$ cat src/rtl/spims_pkg.sv
// ----------------------------------------------------------------------------
// spims_pkg
// Shared types, constants and helpers for the SPI master byte shifter.
// ----------------------------------------------------------------------------
package spims_pkg;

    // Transfer geometry
    localparam int DATA_BITS  = 8;
    localparam int EDGE_W     = 5;
    localparam int DIV_W      = 7;
    localparam int HALF_W     = 8;
    localparam int CFG_IDX_W  = 2;
    localparam int CFG_DATA_W = 8;

    localparam logic [EDGE_W-1:0] EDGE_TOTAL = EDGE_W'(2 * DATA_BITS);
    localparam logic [EDGE_W-1:0] EDGE_LAST  = EDGE_W'(2 * DATA_BITS - 1);

    // Configuration register indexes
    localparam logic [CFG_IDX_W-1:0] REG_SPI_ENABLE   = 2'd0;
    localparam logic [CFG_IDX_W-1:0] REG_LSB_FIRST    = 2'd1;
    localparam logic [CFG_IDX_W-1:0] REG_SPI_MODE     = 2'd2;
    localparam logic [CFG_IDX_W-1:0] REG_CLOCK_SELECT = 2'd3;

    // Input command codes
    localparam logic CMD_TICK  = 1'b0;
    localparam logic CMD_START = 1'b1;

    typedef struct packed {
        logic                 command;
        logic [DATA_BITS-1:0] tx_byte;
        logic                 miso_bit;
    } in_item_t;

    typedef struct packed {
        logic                 sck_level;
        logic                 mosi_level;
        logic                 busy_res;
        logic                 done_res;
        logic [DATA_BITS-1:0] rx_byte;
    } out_item_t;

    typedef struct packed {
        logic       spi_enable;
        logic       lsb_first;
        logic [1:0] spi_mode;
        logic [2:0] clock_select;
    } cfg_t;

    // Half of the SCK period in ticks, per divider code
    function automatic logic [HALF_W-1:0] half_period(input logic [2:0] sel);
        logic [HALF_W-1:0] h;
        case (sel)
            3'd0:    h = 8'd2;
            3'd1:    h = 8'd8;
            3'd2:    h = 8'd32;
            3'd3:    h = 8'd64;
            3'd4:    h = 8'd1;
            3'd5:    h = 8'd4;
            3'd6:    h = 8'd16;
            3'd7:    h = 8'd32;
            default: h = 8'd2;
        endcase
        return h;
    endfunction

    // One shift step; the sampled bit enters at the far end
    function automatic logic [DATA_BITS-1:0] shift_step(
        input logic [DATA_BITS-1:0] value,
        input logic                 bit_in,
        input logic                 lsb
    );
        logic [DATA_BITS-1:0] r;
        if (lsb)
        begin
            r = {bit_in, value[DATA_BITS-1:1]};
        end
        else
        begin
            r = {value[DATA_BITS-2:0], bit_in};
        end
        return r;
    endfunction

endpackage

$ cat src/rtl/spims_cfg.sv
// ----------------------------------------------------------------------------
// spims_cfg
// Configuration register file; writes are always taken.
// ----------------------------------------------------------------------------
module spims_cfg (
    input  logic                                clk,
    input  logic                                rst_n,
    input  logic                                cfg_valid,
    output logic                                cfg_ready,
    input  logic [spims_pkg::CFG_IDX_W-1:0]     cfg_index,
    input  logic [spims_pkg::CFG_DATA_W-1:0]    cfg_data,
    output spims_pkg::cfg_t                     cfg
);

    spims_pkg::cfg_t cfg_reg;

    assign cfg_ready = 1'b1;
    assign cfg       = cfg_reg;

    // Register writes
    always_ff @(posedge clk or negedge rst_n)
    begin
        if (!rst_n)
        begin
            cfg_reg.spi_enable   <= 1'b1;
            cfg_reg.lsb_first    <= 1'b0;
            cfg_reg.spi_mode     <= 2'd0;
            cfg_reg.clock_select <= 3'd0;
        end
        else if (cfg_valid)
        begin
            case (cfg_index)
                spims_pkg::REG_SPI_ENABLE:   cfg_reg.spi_enable   <= cfg_data[0];
                spims_pkg::REG_LSB_FIRST:    cfg_reg.lsb_first    <= cfg_data[0];
                spims_pkg::REG_SPI_MODE:     cfg_reg.spi_mode     <= cfg_data[1:0];
                spims_pkg::REG_CLOCK_SELECT: cfg_reg.clock_select <= cfg_data[2:0];
                default: ;
            endcase
        end
    end

endmodule

$ cat src/rtl/spims_engine.sv
// ----------------------------------------------------------------------------
// spims_engine
// Transfer state and one-tick update: divider, SCK toggling, sample/shift.
// ----------------------------------------------------------------------------
module spims_engine (
    input  logic                  clk,
    input  logic                  rst_n,
    input  logic                  step,
    input  spims_pkg::cfg_t       cfg,
    input  spims_pkg::in_item_t   item,
    output spims_pkg::out_item_t  result
);

    logic [spims_pkg::DATA_BITS-1:0] shift_reg,    shift_next;
    logic [spims_pkg::EDGE_W-1:0]    edge_cnt_reg, edge_cnt_next;
    logic [spims_pkg::DIV_W-1:0]     div_cnt_reg,  div_cnt_next;
    logic                            sck_reg,      sck_next;
    logic                            active_reg,   active_next;
    logic [spims_pkg::DATA_BITS-1:0] rcvd_reg,     rcvd_next;
    logic                            sample_reg,   sample_next;

    logic                         cpol;
    logic                         cpha;
    logic                         done;
    logic [spims_pkg::HALF_W-1:0] half;
    logic [spims_pkg::EDGE_W-1:0] edge_inc;

    assign cpol     = cfg.spi_mode[1];
    assign cpha     = cfg.spi_mode[0];
    assign half     = spims_pkg::half_period(cfg.clock_select);
    assign edge_inc = edge_cnt_reg + spims_pkg::EDGE_W'(1);

    // Next state for one tick
    always_comb
    begin
        shift_next    = shift_reg;
        edge_cnt_next = edge_cnt_reg;
        div_cnt_next  = div_cnt_reg;
        sck_next      = sck_reg;
        active_next   = active_reg;
        rcvd_next     = rcvd_reg;
        sample_next   = sample_reg;
        done          = 1'b0;

        if (!cfg.spi_enable)
        begin
            active_next   = 1'b0;
            edge_cnt_next = '0;
            div_cnt_next  = '0;
            sck_next      = cpol;
        end
        else if (!active_reg)
        begin
            if (item.command == spims_pkg::CMD_START)
            begin
                shift_next    = item.tx_byte;
                active_next   = 1'b1;
                edge_cnt_next = '0;
                div_cnt_next  = '0;
                sck_next      = cpol;
            end
        end
        else if (({1'b0, div_cnt_reg} + spims_pkg::HALF_W'(1)) >= half)
        begin
            // SCK edge
            div_cnt_next = '0;
            sck_next     = ~sck_reg;
            if (edge_cnt_reg[0] == cpha)
            begin
                sample_next = item.miso_bit;
                if (cpha && edge_cnt_reg == spims_pkg::EDGE_LAST)
                begin
                    shift_next = spims_pkg::shift_step(shift_reg, item.miso_bit,
                                                       cfg.lsb_first);
                end
            end
            else if (!(cpha && edge_cnt_reg == '0))
            begin
                shift_next = spims_pkg::shift_step(shift_reg, sample_reg, cfg.lsb_first);
            end
            edge_cnt_next = edge_inc;
            if (edge_inc >= spims_pkg::EDGE_TOTAL)
            begin
                active_next   = 1'b0;
                edge_cnt_next = '0;
                rcvd_next     = shift_next;
                done          = 1'b1;
                sck_next      = cpol;
            end
        end
        else
        begin
            div_cnt_next = div_cnt_reg + spims_pkg::DIV_W'(1);
        end
    end

    // Result as seen after this tick
    always_comb
    begin
        result.sck_level  = active_next ? sck_next : cpol;
        result.mosi_level = cfg.lsb_first ? shift_next[0]
                                          : shift_next[spims_pkg::DATA_BITS-1];
        result.busy_res   = active_next;
        result.done_res   = done;
        result.rx_byte    = rcvd_next;
    end

    // State registers
    always_ff @(posedge clk or negedge rst_n)
    begin
        if (!rst_n)
        begin
            shift_reg    <= '0;
            edge_cnt_reg <= '0;
            div_cnt_reg  <= '0;
            sck_reg      <= 1'b0;
            active_reg   <= 1'b0;
            rcvd_reg     <= '0;
            sample_reg   <= 1'b0;
        end
        else if (step)
        begin
            shift_reg    <= shift_next;
            edge_cnt_reg <= edge_cnt_next;
            div_cnt_reg  <= div_cnt_next;
            sck_reg      <= sck_next;
            active_reg   <= active_next;
            rcvd_reg     <= rcvd_next;
            sample_reg   <= sample_next;
        end
    end

    // Counters sit at zero whenever no transfer runs
    a_idle_counters: assert property (@(posedge clk) disable iff (!rst_n)
        !active_reg |-> (edge_cnt_reg == '0 && div_cnt_reg == '0))
        else $error("counters not cleared while idle");

    // Edge count never reaches the transfer length in the register
    a_edge_range: assert property (@(posedge clk) disable iff (!rst_n)
        edge_cnt_reg < spims_pkg::EDGE_TOTAL)
        else $error("edge count out of range");

    // Divider stays below the longest half period
    a_div_range: assert property (@(posedge clk) disable iff (!rst_n)
        div_cnt_reg < spims_pkg::DIV_W'(64))
        else $error("divider count out of range");

endmodule

$ cat src/rtl/spi_master_byte_shifter.sv
// Path: an accepted request is held in the input register, then its engine result
//   is loaded into the result register that drives the output channel.
// Throughput: one request per clock while the output channel is not stalled.
// Reset: rst_n clears the pipeline valids and transfer state at once; the
//   registers come up enabled, mode 0, MSB first, divide by 4.
// ----------------------------------------------------------------------------
// spi_master_byte_shifter
// SPI master engine, one system tick per request, modes 0-3, MSB/LSB first.
// ----------------------------------------------------------------------------
module spi_master_byte_shifter (
    input  logic                                 clk,
    input  logic                                 rst_n,
    input  logic                                 in_valid,
    output logic                                 in_stall,
    input  spims_pkg::in_item_t                  in_item,
    output logic                                 out_valid,
    input  logic                                 out_stall,
    output spims_pkg::out_item_t                 out_item,
    input  logic                                 cfg_valid,
    output logic                                 cfg_ready,
    input  logic [spims_pkg::CFG_IDX_W-1:0]      cfg_index,
    input  logic [spims_pkg::CFG_DATA_W-1:0]     cfg_data
);

    spims_pkg::cfg_t      cfg;
    spims_pkg::in_item_t  item_reg;
    logic                 item_valid_reg;
    spims_pkg::out_item_t result;
    spims_pkg::out_item_t res_reg;
    logic                 res_valid_reg;
    logic                 advance;
    logic                 take;

    // Engine steps when the output register can take the result
    assign advance   = item_valid_reg && (!res_valid_reg || !out_stall);
    assign in_stall  = item_valid_reg && !advance;
    assign take      = in_valid && !in_stall;
    assign out_valid = res_valid_reg;
    assign out_item  = res_reg;

    spims_cfg u_cfg (
        .clk       (clk),
        .rst_n     (rst_n),
        .cfg_valid (cfg_valid),
        .cfg_ready (cfg_ready),
        .cfg_index (cfg_index),
        .cfg_data  (cfg_data),
        .cfg       (cfg)
    );

    spims_engine u_engine (
        .clk    (clk),
        .rst_n  (rst_n),
        .step   (advance),
        .cfg    (cfg),
        .item   (item_reg),
        .result (result)
    );

    // Input register valid
    always_ff @(posedge clk or negedge rst_n)
    begin
        if (!rst_n)
        begin
            item_valid_reg <= 1'b0;
        end
        else if (take)
        begin
            item_valid_reg <= 1'b1;
        end
        else if (advance)
        begin
            item_valid_reg <= 1'b0;
        end
    end

    // Input register payload
    always_ff @(posedge clk)
    begin
        if (take)
        begin
            item_reg <= in_item;
        end
    end

    // Result register valid
    always_ff @(posedge clk or negedge rst_n)
    begin
        if (!rst_n)
        begin
            res_valid_reg <= 1'b0;
        end
        else if (advance)
        begin
            res_valid_reg <= 1'b1;
        end
        else if (!out_stall)
        begin
            res_valid_reg <= 1'b0;
        end
    end

    // Result register payload
    always_ff @(posedge clk)
    begin
        if (advance)
        begin
            res_reg <= result;
        end
    end

    // A completed byte ends the transfer in the same result
    a_done_not_busy: assert property (@(posedge clk) disable iff (!rst_n)
        (res_valid_reg && res_reg.done_res) |-> !res_reg.busy_res)
        else $error("done with busy still set");

    // Input stalls only with a held request waiting
    a_stall_full: assert property (@(posedge clk) disable iff (!rst_n)
        in_stall |-> (item_valid_reg && res_valid_reg && out_stall))
        else $error("input stalled without backpressure");

    // A request in the input register moves on once the output frees up
    a_drain: assert property (@(posedge clk) disable iff (!rst_n)
        (item_valid_reg && !out_stall && !in_valid) |=> !item_valid_reg)
        else $error("input register failed to drain");

endmodule
$ cat config.mk
export PLATFORM = sky130hd
export DESIGN_NAME = spi_master_byte_shifter
export DESIGN_NICKNAME = d
export VERILOG_FILES = /design/src/rtl/spims_pkg.sv /design/src/rtl/spims_cfg.sv /design/src/rtl/spims_engine.sv /design/src/rtl/spi_master_byte_shifter.sv
export SDC_FILE = /design/constraint.sdc
export NUM_CORES = 1
export LEC_CHECK = 0
export ABC_CLOCK_PERIOD_IN_PS = 6600
export BUFFER_PORTS_ARGS = -buffer_cell sky130_fd_sc_hd__buf_2
export CORE_MARGIN = 1.5
export CORE_UTILIZATION = 55
export DETAILED_ROUTE_END_ITERATION = 10
export PLACE_DENSITY_LB_ADDON = 0.08
export SLEW_MARGIN = 20
export SYNTH_ARGS = -nofsm -noshare
export SYNTH_HDL_FRONTEND = slang
export SYNTH_SLANG_ARGS = --single-unit
$ cat constraint.sdc
create_clock -name clk -period 6.6 [get_ports clk]
set_clock_uncertainty 0.15 [all_clocks]
set_input_delay 1.98 -clock clk [delete_from_list [all_inputs] [get_ports clk]]
set_output_delay 1.98 -clock clk [all_outputs]
set_load 0.01 [all_outputs]
==> metrics.md <==
| Metric | Value |
|---|---|
| Total number of vias | `2380` |
| P_sw | `0.000461 W` |
| DR pass1 iterations | `4` |
| Place WS | `2110 ps` |
| Worst-path maximum fanout | `3` |
| Setup TNS | `0 ps` |
| CP arrival | `around 2400 ps` |
| Peak VDD IR | `0.208 mV` |
| Number of synthesized flops with an enable pin | `22` |
| Setup bufs post-CTS | `0` |
| Slew Viols, Final | `0` |
| Max reg flops | `12` |
| TritonCTS clock tree | `built` |
| Port Buf Inserts | `33` |
| Worst slew pin tran | `around 940 ps` |
| DRC Markers | `0` |
| DRT Wirelength | `6430 um` |
| Syn_nets | `~340` |
| WL met3 | `246 um` |
| Die H | `81.5 um` |
| Async SR Flop Fraction | `between 60 and 70%` |
| Core Region | `0.00592 mm2` |
| Tightest Hold Check Type | `flop to flop` |
| RR Endpoint | `out_item[1]$_DFFE_PP_` |
| Clk pwr share | `between 20 and 30%` |
| RSZ-0062 raised after global routing | `false` |
| Cells after Synth | `299` |
| Crit. End Element | `output port` |
| Filler Cells Inserted | `about 480` |
| Io pins | `40` |
| Detail Route met2 WL | `around 2700 um` |
| Die ar. | `0.00664 mm2` |
| Post-Syn Area | `0.00339 mm2` |
| ANT nets after route | `0` |
| Fmax achieved | `223 MHz` |
| R2r setup slk | `approximately 2600 ps` |
| Worst-case reg-to-reg path depth | `9` |
| Clock buffer count from CTS | `9` |
| GPL Wtd Cong | `~0.81` |
| Yosys cell types | `64` |
| Post-DR wirelength/cell | `~16 um` |
| Critical Path RT | `roughly 4500 ps` |
| Switching Share | `35.2%` |
| Diodes inserted | `0` |
| Min-delay src | `u_engine.rcvd_reg[0]$_DFFE_PN0P_` |
| Hold-fix buffers at CTS | `0` |
| Dpl hpwl | `about 4500 um` |
| Clock Tree Buf Depth | `2` |
| Rel. slew slack | `a little under two fifths` |
| Vias per cell | `a little under 6` |
| Min Tclk post-route | `4490 ps` |
| Power per cell area | `around 340 mW/mm2` |
| Period utilisation layout | `68.0%` |
| # rows | `28` |
| Hold path depth | `1` |
| Initial Util | `between 50% and 60%` |
| Startpoint Class | `primary input` |
| Clk Latency, worst-skew pair | `around 330 ps` |
| M1 WL | `about 3400 um` |
| WHS Endpoint | `u_engine.rcvd_reg[0]$_DFFE_PN0P_` |
| Leak pwr | `between 1.5 and 2 nW` |
| Clk sinks | `62` |
| H-tree levels | `3` |
| GRT overflow | `0` |
| Status | `complete, no violations` |
| Setup Crit Path Kind | `primary input to output port` |
| Largest net degree at the start of global routing | `41` |
| RR Startpoint | `u_engine.div_cnt_reg[0]$_DFFE_PN0P_` |
| Final #Nets | `between 300 and 400` |
| Max-cap viol count | `0` |
| Uppermost layer routed | `met4` |
| Synth Warn # | `0` |
| Post-CTS Resized | `0` |
| Initial DRC Count | `~150` |
| Clock transition at the registers of the reported paths | `60 ps` |
| Register bit total from synthesis | `62` |
| Die Width | `~81 um` |
| Initial antenna violation count | `0` |
| Fin. Hold Viols | `0` |
| Root Driver | `clkbuf_8` |
| Setup violations, final | `0` |
| Register area | `about 0.0017 mm2` |
| Post-synth top flop | `dfrtp_1` |
| Vias in the first global route | `~2200` |
| Comb pwr share | `around 30%` |
| Sequential share of power | `42.6%` |
| Register area share after synthesis | `about 49%` |
| Area growth from synthesis to layout | `12.1%` |
| Final worst setup slack | `between 2000 and 2500 ps` |
| Internal | `0.000849 W` |
| GRT Overall Usage | `between 20% and 30%` |
| Multi-input gate area | `0.00163 mm2` |
| Syn avg cell area | `around 11 um2` |
| First-pass GRT wire length | `approximately 11000 um` |
| Layout cell share with drive strength beyond 1 | `between 20% and 30%` |
-- worst max path at each step --
stage	from	end	slack [ps]	cells after the start
after floorplan	out_stall	in_stall	2300	2
after global placement	out_stall	in_stall	2110	4
after detailed placement	out_stall	in_stall	2110	4
after CTS	out_stall	in_stall	2110	4
after global routing	out_stall	in_stall	2040	4
final	out_stall	in_stall	2110	4
-- critical path, stage by stage --
cell and delay (ps):
buf_2 100, nand3_1 100, inv_1 50, buf_2 130
-- layer usage --
| layer | track usage (%) | vias to the layer above |
|---|---|---|
| li1 | - | 1193 |
| met1 | 32.9 | 1124 |
| met2 | 31.0 | 59 |
| met3 | 3.78 | 4 |
| met4 | 7.76 | 0 |
| met5 | 0 | - |
-- area by class of cell --
type                            instances  share of cell area [%]
Multi-Input combinational cell        215                    42.9
Timing Repair Buffer                   33                    4.35
Clock inverter                          5                    1.94
Inverter                                9                   0.889
Sequential cell                        62                    43.8
Tap cell                               75                    2.47
Clock buffer                           11                    3.72
-- placed cells by master, fill, tap and decap left out, drive strengths merged, types with 3 or more instances in the layout --
cell type	n
inv	8
buf	33
nor3b	3
a32o	7
ha	11
mux2i	9
nand3	14
nand2	24
nor2b	5
a21oi	6
a22o	4
clkbuf	11
mux2	31
a31oi	6
o21ai	20
a211oi	3
nand3b	5
edfxtp	22
or3	3
and2	3
dfrtp	39
clkinv	4
nand2b	5
xnor2	5
nor2	12
nand4	3
-- cell usage after synthesis, types with 2 or more instances --
cell	instances	area, um2
a21oi_1	6	30.0
o22ai_1	2	12.5
o31a_1	2	17.5
inv_1	8	30.0
a32o_1	7	70.1
nand4_1	3	18.8
nand3b_1	5	37.5
a22o_1	4	35.0
o21a_1	2	15.0
or4_1	2	15.0
mux2_2	31	349
nand3_1	14	70.1
and2_1	3	18.8
nor2_1	11	41.3
xnor2_1	5	43.8
edfxtp_1	22	661
dfrtp_1	39	976
xor2_1	2	17.5
a31oi_1	6	37.5
o21ai_1	3	15.0
nor3b_1	3	22.5
a211oi_1	2	15.0
o21ai_0	13	65.1
o31ai_1	2	15.0
nand2b_1	5	31.3
or3_1	3	18.8
nand2_1	24	90.1
mux2i_1	9	90.1
ha_1	11	138
buf_2	3	15.0
clkbuf_1	7	26.3
o21ai_2	4	35.0
nor2b_1	5	31.3
-- cells by family after synthesis --
kind of cell / after synthesis / share of synthesized area (%)
other: 1 / 0.111
AND/OR/NAND/NOR: 88 / 14.1
XOR/XNOR: 7 / 1.81
adder cells (fa/ha/maj): 11 / 4.06
flip-flops: 62 / 49.1
buffers and inverters: 22 / 2.88
multiplexers: 40 / 13.0
AO/OA/AOI/OAI: 68 / 15.0
-- through the flow --
step	util [%]	cell area, um2	power [W]	cells	hold WS [ps]
finish	64.2	3800	0.00131	410	353
floorplan	-	3390	0.000854	299	319
detailed placement	60.5	3580	0.000952	394	340
global route	64.2	3800	0.00139	410	366
CTS	64.2	3800	0.00131	410	355
global placement	60.5	3580	0.000942	394	331
-- power groups by stage --
stage	sequential, W	clock, W	combinational, W
6_report	0.000558	0.000360	0.000391
5_1_grt	0.000571	0.000383	0.000439
4_1_cts	0.000556	0.000367	0.000390
3_5_place_dp	0.000563	0	0.000389
3_3_place_gp	0.000562	0	0.000380
2_1_floorplan	0.000514	0	0.000341
No activity file was read; power rests on OpenSTA's default activity.
